`src/rtl/positional_list_table_top_assert.svh`:
```
// assertion macros used by the list table datapath
`ifndef POSITIONAL_LIST_TABLE_TOP_ASSERT_SVH
`define POSITIONAL_LIST_TABLE_TOP_ASSERT_SVH

// same-cycle implication, checked outside reset
`define PLT_ASSERT_SAME(label, ante, cons, msg) \
  label: assert property (@(posedge clk) disable iff (rst) (ante) |-> (cons)) \
    else $error(msg);

// next-cycle implication, checked outside reset
`define PLT_ASSERT_NEXT(label, ante, cons, msg) \
  label: assert property (@(posedge clk) disable iff (rst) (ante) |=> (cons)) \
    else $error(msg);

`endif

```
`src/rtl/plt_pkg.sv`:
```
package plt_pkg;

  // list geometry
  localparam int DEPTH      = 64;
  localparam int DATA_WIDTH = 32;
  localparam int ADDR_W     = $clog2(DEPTH);
  localparam int CNT_W      = $clog2(DEPTH + 1);

  // port field widths
  localparam int REQ_W   = 3;
  localparam int POS_W   = 7;
  localparam int WORD_W  = 32;
  localparam int STAT_W  = 2;
  localparam int COUNT_W = 7;

  typedef enum logic [REQ_W-1:0] {
    REQ_APPEND  = 3'd0,
    REQ_REMOVE  = 3'd1,
    REQ_SWAP    = 3'd2,
    REQ_REPLACE = 3'd3,
    REQ_READ    = 3'd4
  } req_t;

  typedef enum logic [STAT_W-1:0] {
    STAT_OK    = 2'd0,
    STAT_EMPTY = 2'd1,
    STAT_RANGE = 2'd2,
    STAT_FULL  = 2'd3
  } status_t;

  typedef enum logic [3:0] {
    ST_IDLE,
    ST_EXEC,
    ST_RM_SHIFT,
    ST_SW_RDB,
    ST_SW_WRA,
    ST_SW_WRB,
    ST_RD_WAIT,
    ST_FINISH
  } state_t;

  typedef enum logic [1:0] {
    RD_NONE,
    RD_A,
    RD_B,
    RD_CUR
  } rd_sel_t;

  typedef enum logic [2:0] {
    WR_NONE,
    WR_APPEND,
    WR_REPLACE,
    WR_SWAP_A,
    WR_SWAP_B,
    WR_SHIFT
  } wr_sel_t;

  // controller to datapath
  typedef struct packed {
    logic    load;
    logic    err_cap;
    rd_sel_t rd_sel;
    wr_sel_t wr_sel;
    logic    hold_cap;
    logic    shift_start;
    logic    shift_step;
    logic    cnt_inc;
    logic    cnt_dec;
    logic    result_load;
  } cmd_t;

  // datapath to controller
  typedef struct packed {
    req_t    op;
    status_t err;
    logic    shift_done;
    logic    out_busy;
  } sts_t;

endpackage

```
`src/rtl/plt_ctrl.sv`:
```
module plt_ctrl
  import plt_pkg::*;
(
  input  logic clk,
  input  logic rst,
  input  logic in_valid,
  output logic in_ready,
  input  sts_t sts,
  output cmd_t cmd
);

  state_t state;
  state_t state_next;

  // state register
  always_ff @(posedge clk) begin
    if (rst) begin
      state <= ST_IDLE;
    end else begin
      state <= state_next;
    end
  end

  // next state
  always_comb begin
    state_next = state;
    case (state)
      ST_IDLE: begin
        if (in_valid) state_next = ST_EXEC;
      end
      ST_EXEC: begin
        if (sts.err != STAT_OK) begin
          state_next = ST_FINISH;
        end else begin
          case (sts.op)
            REQ_REMOVE: state_next = ST_RM_SHIFT;
            REQ_SWAP:   state_next = ST_SW_RDB;
            REQ_READ:   state_next = ST_RD_WAIT;
            default:    state_next = ST_FINISH;
          endcase
        end
      end
      ST_RM_SHIFT: begin
        if (sts.shift_done) state_next = ST_FINISH;
      end
      ST_SW_RDB:  state_next = ST_SW_WRA;
      ST_SW_WRA:  state_next = ST_SW_WRB;
      ST_SW_WRB:  state_next = ST_FINISH;
      ST_RD_WAIT: state_next = ST_FINISH;
      ST_FINISH: begin
        if (!sts.out_busy) state_next = ST_IDLE;
      end
      default: state_next = ST_IDLE;
    endcase
  end

  // outputs
  always_comb begin
    in_ready = 1'b0;
    cmd      = '0;
    case (state)
      ST_IDLE: begin
        in_ready = 1'b1;
        cmd.load = in_valid;
      end
      ST_EXEC: begin
        cmd.err_cap = 1'b1;
        if (sts.err == STAT_OK) begin
          case (sts.op)
            REQ_APPEND: begin
              cmd.wr_sel  = WR_APPEND;
              cmd.cnt_inc = 1'b1;
            end
            REQ_REMOVE:  cmd.shift_start = 1'b1;
            REQ_SWAP:    cmd.rd_sel = RD_A;
            REQ_REPLACE: cmd.wr_sel = WR_REPLACE;
            REQ_READ:    cmd.rd_sel = RD_A;
            default: ;
          endcase
        end
      end
      ST_RM_SHIFT: begin
        cmd.rd_sel = RD_CUR;
        cmd.wr_sel = WR_SHIFT;
        if (sts.shift_done) begin
          cmd.cnt_dec = 1'b1;
        end else begin
          cmd.shift_step = 1'b1;
        end
      end
      ST_SW_RDB: begin
        cmd.hold_cap = 1'b1;
        cmd.rd_sel   = RD_B;
      end
      ST_SW_WRA:  cmd.wr_sel = WR_SWAP_A;
      ST_SW_WRB:  cmd.wr_sel = WR_SWAP_B;
      ST_RD_WAIT: cmd.hold_cap = 1'b1;
      ST_FINISH:  cmd.result_load = !sts.out_busy;
      default: ;
    endcase
  end

endmodule

```
`src/rtl/plt_dp.sv`:
```
`include "positional_list_table_top_assert.svh"

module plt_dp
  import plt_pkg::*;
(
  input  logic               clk,
  input  logic               rst,
  input  cmd_t               cmd,
  output sts_t               sts,
  input  logic [REQ_W-1:0]   req_type,
  input  logic [POS_W-1:0]   position_a,
  input  logic [POS_W-1:0]   position_b,
  input  logic [WORD_W-1:0]  entry_data,
  output logic               out_valid,
  input  logic               out_ready,
  output logic [STAT_W-1:0]  status,
  output logic [COUNT_W-1:0] entry_count,
  output logic [WORD_W-1:0]  read_data
);

  // request registers
  req_t                  op;
  logic [POS_W-1:0]      pa;
  logic [POS_W-1:0]      pb;
  logic [DATA_WIDTH-1:0] wdata_req;
  status_t               err;

  // list state
  logic [CNT_W-1:0]      total;
  logic [DATA_WIDTH-1:0] mem [DEPTH];
  logic [DATA_WIDTH-1:0] rdata;
  logic [DATA_WIDTH-1:0] hold;

  // shift cursor
  logic [CNT_W-1:0]  cur;
  logic              pend;
  logic [ADDR_W-1:0] pend_addr;

  // result register
  status_t            res_status;
  logic [CNT_W-1:0]   res_count;
  logic [WORD_W-1:0]  res_data;

  logic [POS_W-1:0]      total_pos;
  logic                  pa_ok;
  logic                  pb_ok;
  status_t               err_now;
  logic [ADDR_W-1:0]     pa_idx;
  logic [ADDR_W-1:0]     pb_idx;
  logic [ADDR_W-1:0]     raddr;
  logic [ADDR_W-1:0]     waddr;
  logic [DATA_WIDTH-1:0] wdata;
  logic                  we;

  // latch the request, its check result and the held read word
  always_ff @(posedge clk) begin
    if (cmd.load) begin
      op        <= req_t'(req_type);
      pa        <= position_a;
      pb        <= position_b;
      wdata_req <= entry_data[DATA_WIDTH-1:0];
    end
    if (cmd.err_cap) err <= err_now;
    if (cmd.hold_cap) hold <= rdata;
  end

  // request checks against the current count
  assign total_pos = POS_W'(total);
  assign pa_ok     = (pa != '0) && (pa <= total_pos);
  assign pb_ok     = (pb != '0) && (pb <= total_pos);
  assign pa_idx    = ADDR_W'(pa - POS_W'(1));
  assign pb_idx    = ADDR_W'(pb - POS_W'(1));

  always_comb begin
    err_now = STAT_OK;
    case (op)
      REQ_APPEND: begin
        if (total >= CNT_W'(DEPTH)) err_now = STAT_FULL;
      end
      REQ_SWAP: begin
        if (total < CNT_W'(2)) err_now = STAT_EMPTY;
        else if (!pa_ok || !pb_ok) err_now = STAT_RANGE;
      end
      REQ_REMOVE, REQ_REPLACE, REQ_READ: begin
        if (total == '0) err_now = STAT_EMPTY;
        else if (!pa_ok) err_now = STAT_RANGE;
      end
      default: err_now = STAT_OK;
    endcase
  end

  // read address select
  always_comb begin
    case (cmd.rd_sel)
      RD_A:    raddr = pa_idx;
      RD_B:    raddr = pb_idx;
      RD_CUR:  raddr = cur[ADDR_W-1:0];
      default: raddr = '0;
    endcase
  end

  // write port select
  always_comb begin
    we    = 1'b0;
    waddr = '0;
    wdata = wdata_req;
    case (cmd.wr_sel)
      WR_APPEND: begin
        we    = 1'b1;
        waddr = ADDR_W'(total);
      end
      WR_REPLACE: begin
        we    = 1'b1;
        waddr = pa_idx;
      end
      WR_SWAP_A: begin
        we    = 1'b1;
        waddr = pa_idx;
        wdata = rdata;
      end
      WR_SWAP_B: begin
        we    = 1'b1;
        waddr = pb_idx;
        wdata = hold;
      end
      WR_SHIFT: begin
        we    = pend;
        waddr = pend_addr;
        wdata = rdata;
      end
      default: we = 1'b0;
    endcase
  end

  // entry memory, registered read
  always_ff @(posedge clk) begin
    if (we) mem[waddr] <= wdata;
    rdata <= mem[raddr];
  end

  // shift cursor: read at cur, write one place lower in the next cycle
  always_ff @(posedge clk) begin
    if (rst) begin
      pend <= 1'b0;
    end else if (cmd.shift_start) begin
      cur  <= CNT_W'(pa);
      pend <= 1'b0;
    end else if (cmd.shift_step) begin
      if (cur < total) begin
        cur       <= cur + CNT_W'(1);
        pend      <= 1'b1;
        pend_addr <= ADDR_W'(cur - CNT_W'(1));
      end else begin
        pend <= 1'b0;
      end
    end
  end

  // entry count
  always_ff @(posedge clk) begin
    if (rst) begin
      total <= '0;
    end else if (cmd.cnt_inc) begin
      total <= total + CNT_W'(1);
    end else if (cmd.cnt_dec) begin
      total <= total - CNT_W'(1);
    end
  end

  // output register
  always_ff @(posedge clk) begin
    if (rst) begin
      out_valid <= 1'b0;
    end else if (cmd.result_load) begin
      out_valid <= 1'b1;
    end else if (out_ready) begin
      out_valid <= 1'b0;
    end
  end

  always_ff @(posedge clk) begin
    if (cmd.result_load) begin
      res_status <= err;
      res_count  <= total;
      if (op == REQ_READ && err == STAT_OK) begin
        res_data <= WORD_W'(hold);
      end else begin
        res_data <= '0;
      end
    end
  end

  assign status      = res_status;
  assign entry_count = COUNT_W'(res_count);
  assign read_data   = res_data;

  // status back to the controller
  assign sts.op         = op;
  assign sts.err        = err_now;
  assign sts.shift_done = (cur == total) && !pend;
  assign sts.out_busy   = out_valid && !out_ready;

  `PLT_ASSERT_SAME(a_count_max, 1'b1, total <= CNT_W'(DEPTH), "entry count above depth")
  `PLT_ASSERT_SAME(a_append_room, cmd.wr_sel == WR_APPEND, total < CNT_W'(DEPTH), "append when full")
  `PLT_ASSERT_SAME(a_count_one_way, cmd.cnt_inc, !cmd.cnt_dec, "count up and down together")
  `PLT_ASSERT_NEXT(a_result_shown, cmd.result_load, out_valid, "result not presented")
  `PLT_ASSERT_SAME(a_no_overwrite, cmd.result_load, !out_valid || out_ready, "result overwritten")

endmodule

```
`src/rtl/positional_list_table_top.sv`:
```
// Positional list table: an ordered list of up to 64 words addressed by
// 1-based position, with append, remove (later entries move down one
// place), swap, replace and read requests.
// Input channel in_valid/in_ready carries one request per transaction
// (req_type, position_a, position_b, entry_data); output channel
// out_valid/out_ready returns one result per request (status,
// entry_count, read_data) in request order.
// Append, replace, rejected and unknown requests finish right after
// their check; a read first waits for its registered memory read, a
// swap reads both entries and writes them back in turn, and a remove
// walks the single entry memory, moving one word per cycle through its
// one read and one write port. One request is in work at a time; the
// next one can be taken in the cycle its result turns valid. in_ready
// is high while the block is idle, also while a finished result still
// waits in the output register. A stalled receiver holds the result in
// that register; the next request runs up to its result and then waits
// until it is free.
// Synchronous reset empties the list and drops any pending result.
module positional_list_table_top
  import plt_pkg::*;
(
  input  logic               clk,
  input  logic               rst,
  input  logic               in_valid,
  output logic               in_ready,
  input  logic [REQ_W-1:0]   req_type,
  input  logic [POS_W-1:0]   position_a,
  input  logic [POS_W-1:0]   position_b,
  input  logic [WORD_W-1:0]  entry_data,
  output logic               out_valid,
  input  logic               out_ready,
  output logic [STAT_W-1:0]  status,
  output logic [COUNT_W-1:0] entry_count,
  output logic [WORD_W-1:0]  read_data
);

  cmd_t cmd;
  sts_t sts;

  // sequencer
  plt_ctrl u_ctrl (
    .clk      (clk),
    .rst      (rst),
    .in_valid (in_valid),
    .in_ready (in_ready),
    .sts      (sts),
    .cmd      (cmd)
  );

  // list storage and result path
  plt_dp u_dp (
    .clk         (clk),
    .rst         (rst),
    .cmd         (cmd),
    .sts         (sts),
    .req_type    (req_type),
    .position_a  (position_a),
    .position_b  (position_b),
    .entry_data  (entry_data),
    .out_valid   (out_valid),
    .out_ready   (out_ready),
    .status      (status),
    .entry_count (entry_count),
    .read_data   (read_data)
  );

endmodule
```
`config.mk`:
```
export PLATFORM = sky130hd
export DESIGN_NAME = positional_list_table_top
export DESIGN_NICKNAME = d
export VERILOG_FILES = /design/src/rtl/plt_pkg.sv /design/src/rtl/plt_ctrl.sv /design/src/rtl/plt_dp.sv /design/src/rtl/positional_list_table_top.sv
export VERILOG_INCLUDE_DIRS = /design/src /design/src/rtl
export SDC_FILE = /design/constraint.sdc
export NUM_CORES = 2
export LEC_CHECK = 0
export BUFFER_PORTS_ARGS = -buffer_cell sky130_fd_sc_hd__buf_2
export CORE_MARGIN = 10
export CORE_UTILIZATION = 48
export DETAILED_ROUTE_END_ITERATION = 16
export PLACE_DENSITY_LB_ADDON = 0.1
export SLEW_MARGIN = 20
export SYNTH_ARGS = -nofsm -noshare
export SYNTH_HDL_FRONTEND = slang
export SYNTH_HIERARCHICAL = 1
export SYNTH_SLANG_ARGS = --single-unit
```
`constraint.sdc`:
```
create_clock -name clk -period 7.8 [get_ports clk]
set_input_delay 0.78 -clock clk [delete_from_list [all_inputs] [get_ports clk]]
set_output_delay 0.78 -clock clk [all_outputs]
set_load 0.1 [all_outputs]
```
Yosys cells after proc, flatten, opt, wreduce, memory -nomap -nowiden
Memories as Yosys holds them, arrays and structs flattened. A register that Yosys moved wholly into a read port is not among the register bits. Cells that the tools add are included.

Register bits after elaboration: 150. RAM bits: 2048. Output and inout bits: 43. Logic and storage cells: 132. Memories: 1.

$add $sub $neg: 6. Order comparisons: 5. Eq/ne operators: 23. Muxes and demuxes: 46. Bitwise gates (word level): 2. Reduce and logical (&&, ||, !) cells: 34.

Memory list: u_dp.mem (words 64, bits a word 32, rd ports 1, clocked after memory_dff 1, wr ports 1, line plt_dp.sv:30) `logic [DATA_WIDTH-1:0] mem [DEPTH];`.

Operator list (count): one-hot mux 32 bit (2 select lines) (1); two-way mux 7 bit (5); one-hot mux 4 bit (7 select lines) (1); one-hot mux 6 bit (4 select lines) (1); two-way mux 1 bit (21); two-way mux 4 bit (5); one-hot mux 6 bit (3 select lines) (1); subtractor 6 x 1 -> 6 bit (second input constant) (3); == test 4 x 3 -> 1 bit (second input constant) (4); adder 7 x 1 -> 7 bit (second input constant) (2); <= comparator 7 bit (2); nonzero test 7 bit (2); == test 3 x 2 -> 1 bit (second input constant) (4); one-hot mux 2 bit (3 select lines) (2); one-hot mux 3 bit (4 select lines) (1); OR reduction 2 bit (6); two-way mux 2 bit (5); nonzero test 2 bit (5); == test 3 bit (second input constant) (3); one-hot mux 3 bit (3 select lines) (1); == test 4 x 2 -> 1 bit (second input constant) (2); == test 7 bit (1); greater-or-equal comparator 7 bit (second input constant) (1); zero test 7 bit (1); other kinds (21) (36).

Longest topological paths before layout
Depth in word-level cells: 15. Depth in mapped cells: 25.

Modules after synthesis
The synthesis kept the hierarchy.

By module, submodules not included: plt_dp (times used 1, cells an instance 6119, area each 87681.6 um^2, seq. area each 66433.7 um^2); plt_ctrl (times used 1, cells an instance 47, area each 377.9 um^2, seq. area each 60.1 um^2).

Worst setup path after synthesis
OpenSTA, ideal clock, no wires.

Path type: reg-to-reg. Start point: register u_dp.total[1]. End point: memory u_dp.mem[14][0] (enable). Library setup time: 0.421 ns. Arrival: 5.286 ns. Data required time: 7.379 ns. Slack: 2.093 ns. Stages on the path, launching flop included: 22. Path buffers: 2. Clock period less this slack: 5.707 ns. Cell sequence: dfxtp_1 > inv_1 > ha_1 > nor2b_1 > o21ai_0 > nand2b_1 > a21oi_1 > o21ai_0 > a21oi_1 > o21ai_0 > a22o_1 > or4_4 > nor3b_4 > a211o_2 > clkbuf_1 > buf_1 > a21oi_1 > a211oi_1 > a21oi_1 > nor2b_1 > nand2_1 > nor2_1.

RTL lines: from (decl) (line plt_dp.sv:29) `logic [CNT_W-1:0] total;`; from (signal assigned) (line plt_dp.sv:164) `total <= total + CNT_W'(1);`; from (signal assigned) (line plt_dp.sv:166) `total <= total - CNT_W'(1);`; to (decl) (line plt_dp.sv:30).

==> flow_summary.ini <==
[routing]
wl_per_cell_um = 29.5
vias = 54300
firstDrtPassIters = 8
drtIter0Drc = 7130
drc = 0
postRouteAntennaNets = 0
wirelength_um = 265000
vias_per_cell = 6.05

[synthesis]
yosysTopAreaCell = edfxtp_1
avgSynthCellArea_um2 = 14.3
ys.warnings.count = 6
syn_inst = 6166
netlist_area_um2 = 88100
synth_edf_count = 2185
synthTopCellsByArea = edfxtp_1 75%, nand2_1 7.1%, a311oi_1 2.3%
yosysUniqueCellTypes = 76
synth_top_area_share_pct = 74.5
ys.flop_type = edfxtp_1
postSynth.asyncResetShare_pct = 0
synth_seq_cells = 2229
yosysSeqAreaShare_pct = 75.5
synth_nets = 6251

[status]
status = finished, final reports clean

[clock_network]
clk_path_buf_depth = 3
ctsResizeCount = 0
cts_hold_buf = 0
h-tree-depth = 4
post_cts_buffers = 0
clk_transition_reported_paths_ns = 0.07
cts_tree = done
cts-buffers-inserted = 227
cts_sinks = 2229
clock_latency_ns = 0.88
root_buffer = clkbuf_16

[global_route]
track_usage_pct = 25.9
antenna_found_initial = 25
grt_overflow_total = 0
grt_max_degree = 166
grt_pass1_vias = 51200
grt_pass1_wl_um = 378000

[pwr]
vdd_ir_drop_max_v = 0.000259
p_per_area_nw_per_um2 = 347
p_leak_nw = 33.7
swShare_pct = 33.0
power_frac_seq_pct = 44.1
p_clk_share_pct = 31.0
comb_power_share_pct = 24.9
intPower_mw = 23.3
p_total_mw = 34.8
p_switching_mw = 11.5

[finish]
drive_gt1_share_pct = 13.8
final_common_cell = edfxtp_1
ff_latch_area_um2 = 66500
final_cell_area_um2 = 101000
multi_input_area_um2 = 20600
syn2layout_area_growth_pct = 14.2
fillers = 14700
nets = 6447
final_cell_mix = 2,185 x edfxtp_1, 1,633 x nand2_1, 286 x and3_1

[sta]
post-route-min-period_ns = 7.48
finalHoldViolations = 0
setup_tns_ns = 0
drv_slew = 0
relSlewSlack_pct = 18.6
fin_skew_ns = 0.0537
setup_viol = 0
rsz0062_at_grt = false
max_freq_mhz = 134
tightest_slew_ns = 1.19
finalCritPeriodShare_pct = 95.9

[floorplan]
io_pins = 96
row_count = 157
core_area_um2 = 183000
die_w_um = 448
dieHeight_um = 448
die_area_um2 = 201000
start_util_pct = 48.2

[critical_path]
path_delay_family = compound AO/OA/AOI/OAI gates
critPathLaunchType = flip-flop
cp_num_buf_inv = 4
critPathRequiredTime_ns = 8.47
worst-path-stages = 24
worstPathArrival_ns = 8.15
reg2reg_depth = 24
cpPeakStageDelay_ns = 0.96
path_class = flip-flop to flip-flop
crit_chain = inv_1 > ha_1 > nor2b_1 > o21ai_0 > nand2b_1 > a21oi_1 > o21ai_0 > a21oi_1 > o21ai_0 > a22o_1 > nor3_1 > nand4b_1 > a21oi_1 > buf_4 > nand2b_1 > o32a_2 > buf_12 > buf_4 > nand2_1 > and3_1 > a311oi_1 > a211oi_1 > or4_1 > a211oi_1
cp-end-kind = flip-flop
path_max_fanout = 43
cp_slowest_cell = a211oi_1

[placement]
port_buffers = 95
dp_hpwl_um = 160000
gp_congestion = 0.882
placed_area_um2 = 93000

[job]
maxCapViolCount = 0

[worst_hold_path]
whs_path_depth = 1
min_path_type = input pin to flip-flop
## logic make-up after synthesis
kind of cell               after synthesis  synth area share [%]
muxes                                  151                  2.77
buffers and inverters                  412                  1.95
adders and majority gates               32                 0.463
AOI/OAI and AO/OA                      798                  6.36
xor gates and xnor gates                24                 0.239
DFF                                   2229                  75.5
and+or+nand+nor                       2520                  12.7
## metrics by stage
step                utilization, %  std cells  setup WS, ns  hold WS [ns]
detailed placement            50.9       8518         0.514         0.433
global placement              50.9       8517         0.251         0.423
finish                        55.0       8967         0.317        0.0897
CTS                           55.0       8946         0.495        0.0310
floorplan                        -       6166          2.09         0.409
global route                  55.0       8963        0.0111        0.0572
## power groups by stage
stage / sequential (mW) / clock (mW) / combinational [mW]
final: 15.4 / 10.8 / 8.68
after global routing: 15.4 / 11.4 / 9.17
after CTS: 15.4 / 11.0 / 8.60
after detailed placement: 15.6 / 0 / 8.57
after global placement: 15.6 / 0 / 8.49
after floorplan: 15.4 / 0 / 4.51
## area by class of cell
class | instances | area share [%]
Multi-Input combinational cell | 3525 | 20.5
Clock inverter | 110 | 1.20
Antenna cell | 21 | 0.0523
Clock buffer | 318 | 6.23
Inverter | 20 | 0.0747
Tap cell | 2385 | 2.97
Sequential cell | 2229 | 66.1
Timing Repair Buffer | 359 | 2.83
## synthesized netlist by cell type (4+ instances only)
cell type,instances
nor2b_1,17
dfxtp_1,44
xor2_1,13
and2_1,44
a221oi_1,6
nor2_1,113
a22o_1,16
a2111oi_0,7
o32ai_1,9
ha_1,31
inv_1,19
a211oi_1,41
buf_2,90
o221ai_1,8
a31oi_1,47
buf_6,4
nand2b_1,13
a22oi_1,70
a32oi_1,7
o21ai_0,45
nand3_1,109
clkbuf_1,226
o22ai_1,29
nor3_1,118
nor3b_1,9
buf_1,69
mux4_2,74
mux2i_1,75
nor4_1,67
nor4_2,9
nand2_1,1667
and3_1,286
a311oi_1,231
or4_1,10
o21a_1,9
o21ai_1,6
edfxtp_1,2185
o31a_1,4
xnor2_1,11
a21oi_1,233
a21o_1,8
nand4_1,29
and4bb_1,6
or3_1,7
## sequential cells by signal, summed over array words and instances, names as in the netlist, 32 cells and up
name and count:
u_dp/rdata 32, u_dp/read_data 32, u_dp/mem 2048, u_dp/hold 32, u_dp/wdata_req 32
## worst register-to-register path, cell delays in order (launching register included)
cell,delay [ns]
dfxtp_1,0.45
inv_1,0.15
ha_1,0.31
nor2b_1,0.14
o21ai_0,0.20
nand2b_1,0.08
a21oi_1,0.16
o21ai_0,0.09
a21oi_1,0.22
o21ai_0,0.12
a22o_1,0.29
nor3_1,0.22
nand4b_1,0.12
a21oi_1,0.29
buf_4,0.22
nand2b_1,0.35
o32a_2,0.58
buf_12,0.32
buf_4,0.54
nand2_1,0.12
and3_1,0.18
a311oi_1,0.26
a211oi_1,0.20
or4_1,0.71
a211oi_1,0.97
## layer usage
metal / vias up / part of all wire (%) / GRT usage [%]
met5: - / 0.0079 / 0
met4: 4 / 3.0 / 7.82
met3: 348 / 9.0 / 4.06
met2: 2566 / 46 / 40.1
met1: 27600 / 42 / 38.1
li1: 23700 / - / -
## path summary, 6_finish.rpt
kind	slack, ns	endpoint	start
setup / recovery	0.32	u_dp/rdata[4]$_DFF_P_	u_dp/total[1]$_SDFFE_PP0P_
hold / removal	0.09	u_dp/op[1]$_DFFE_PP_	req_type[1]
setup reg to reg	0.32	u_dp/rdata[4]$_DFF_P_	u_dp/total[1]$_SDFFE_PP0P_
hold reg to reg	0.45	u_dp/hold[13]$_DFFE_PP_	u_dp/rdata[13]$_DFF_P_
Note: power is estimated with default switching activity, not from simulation.
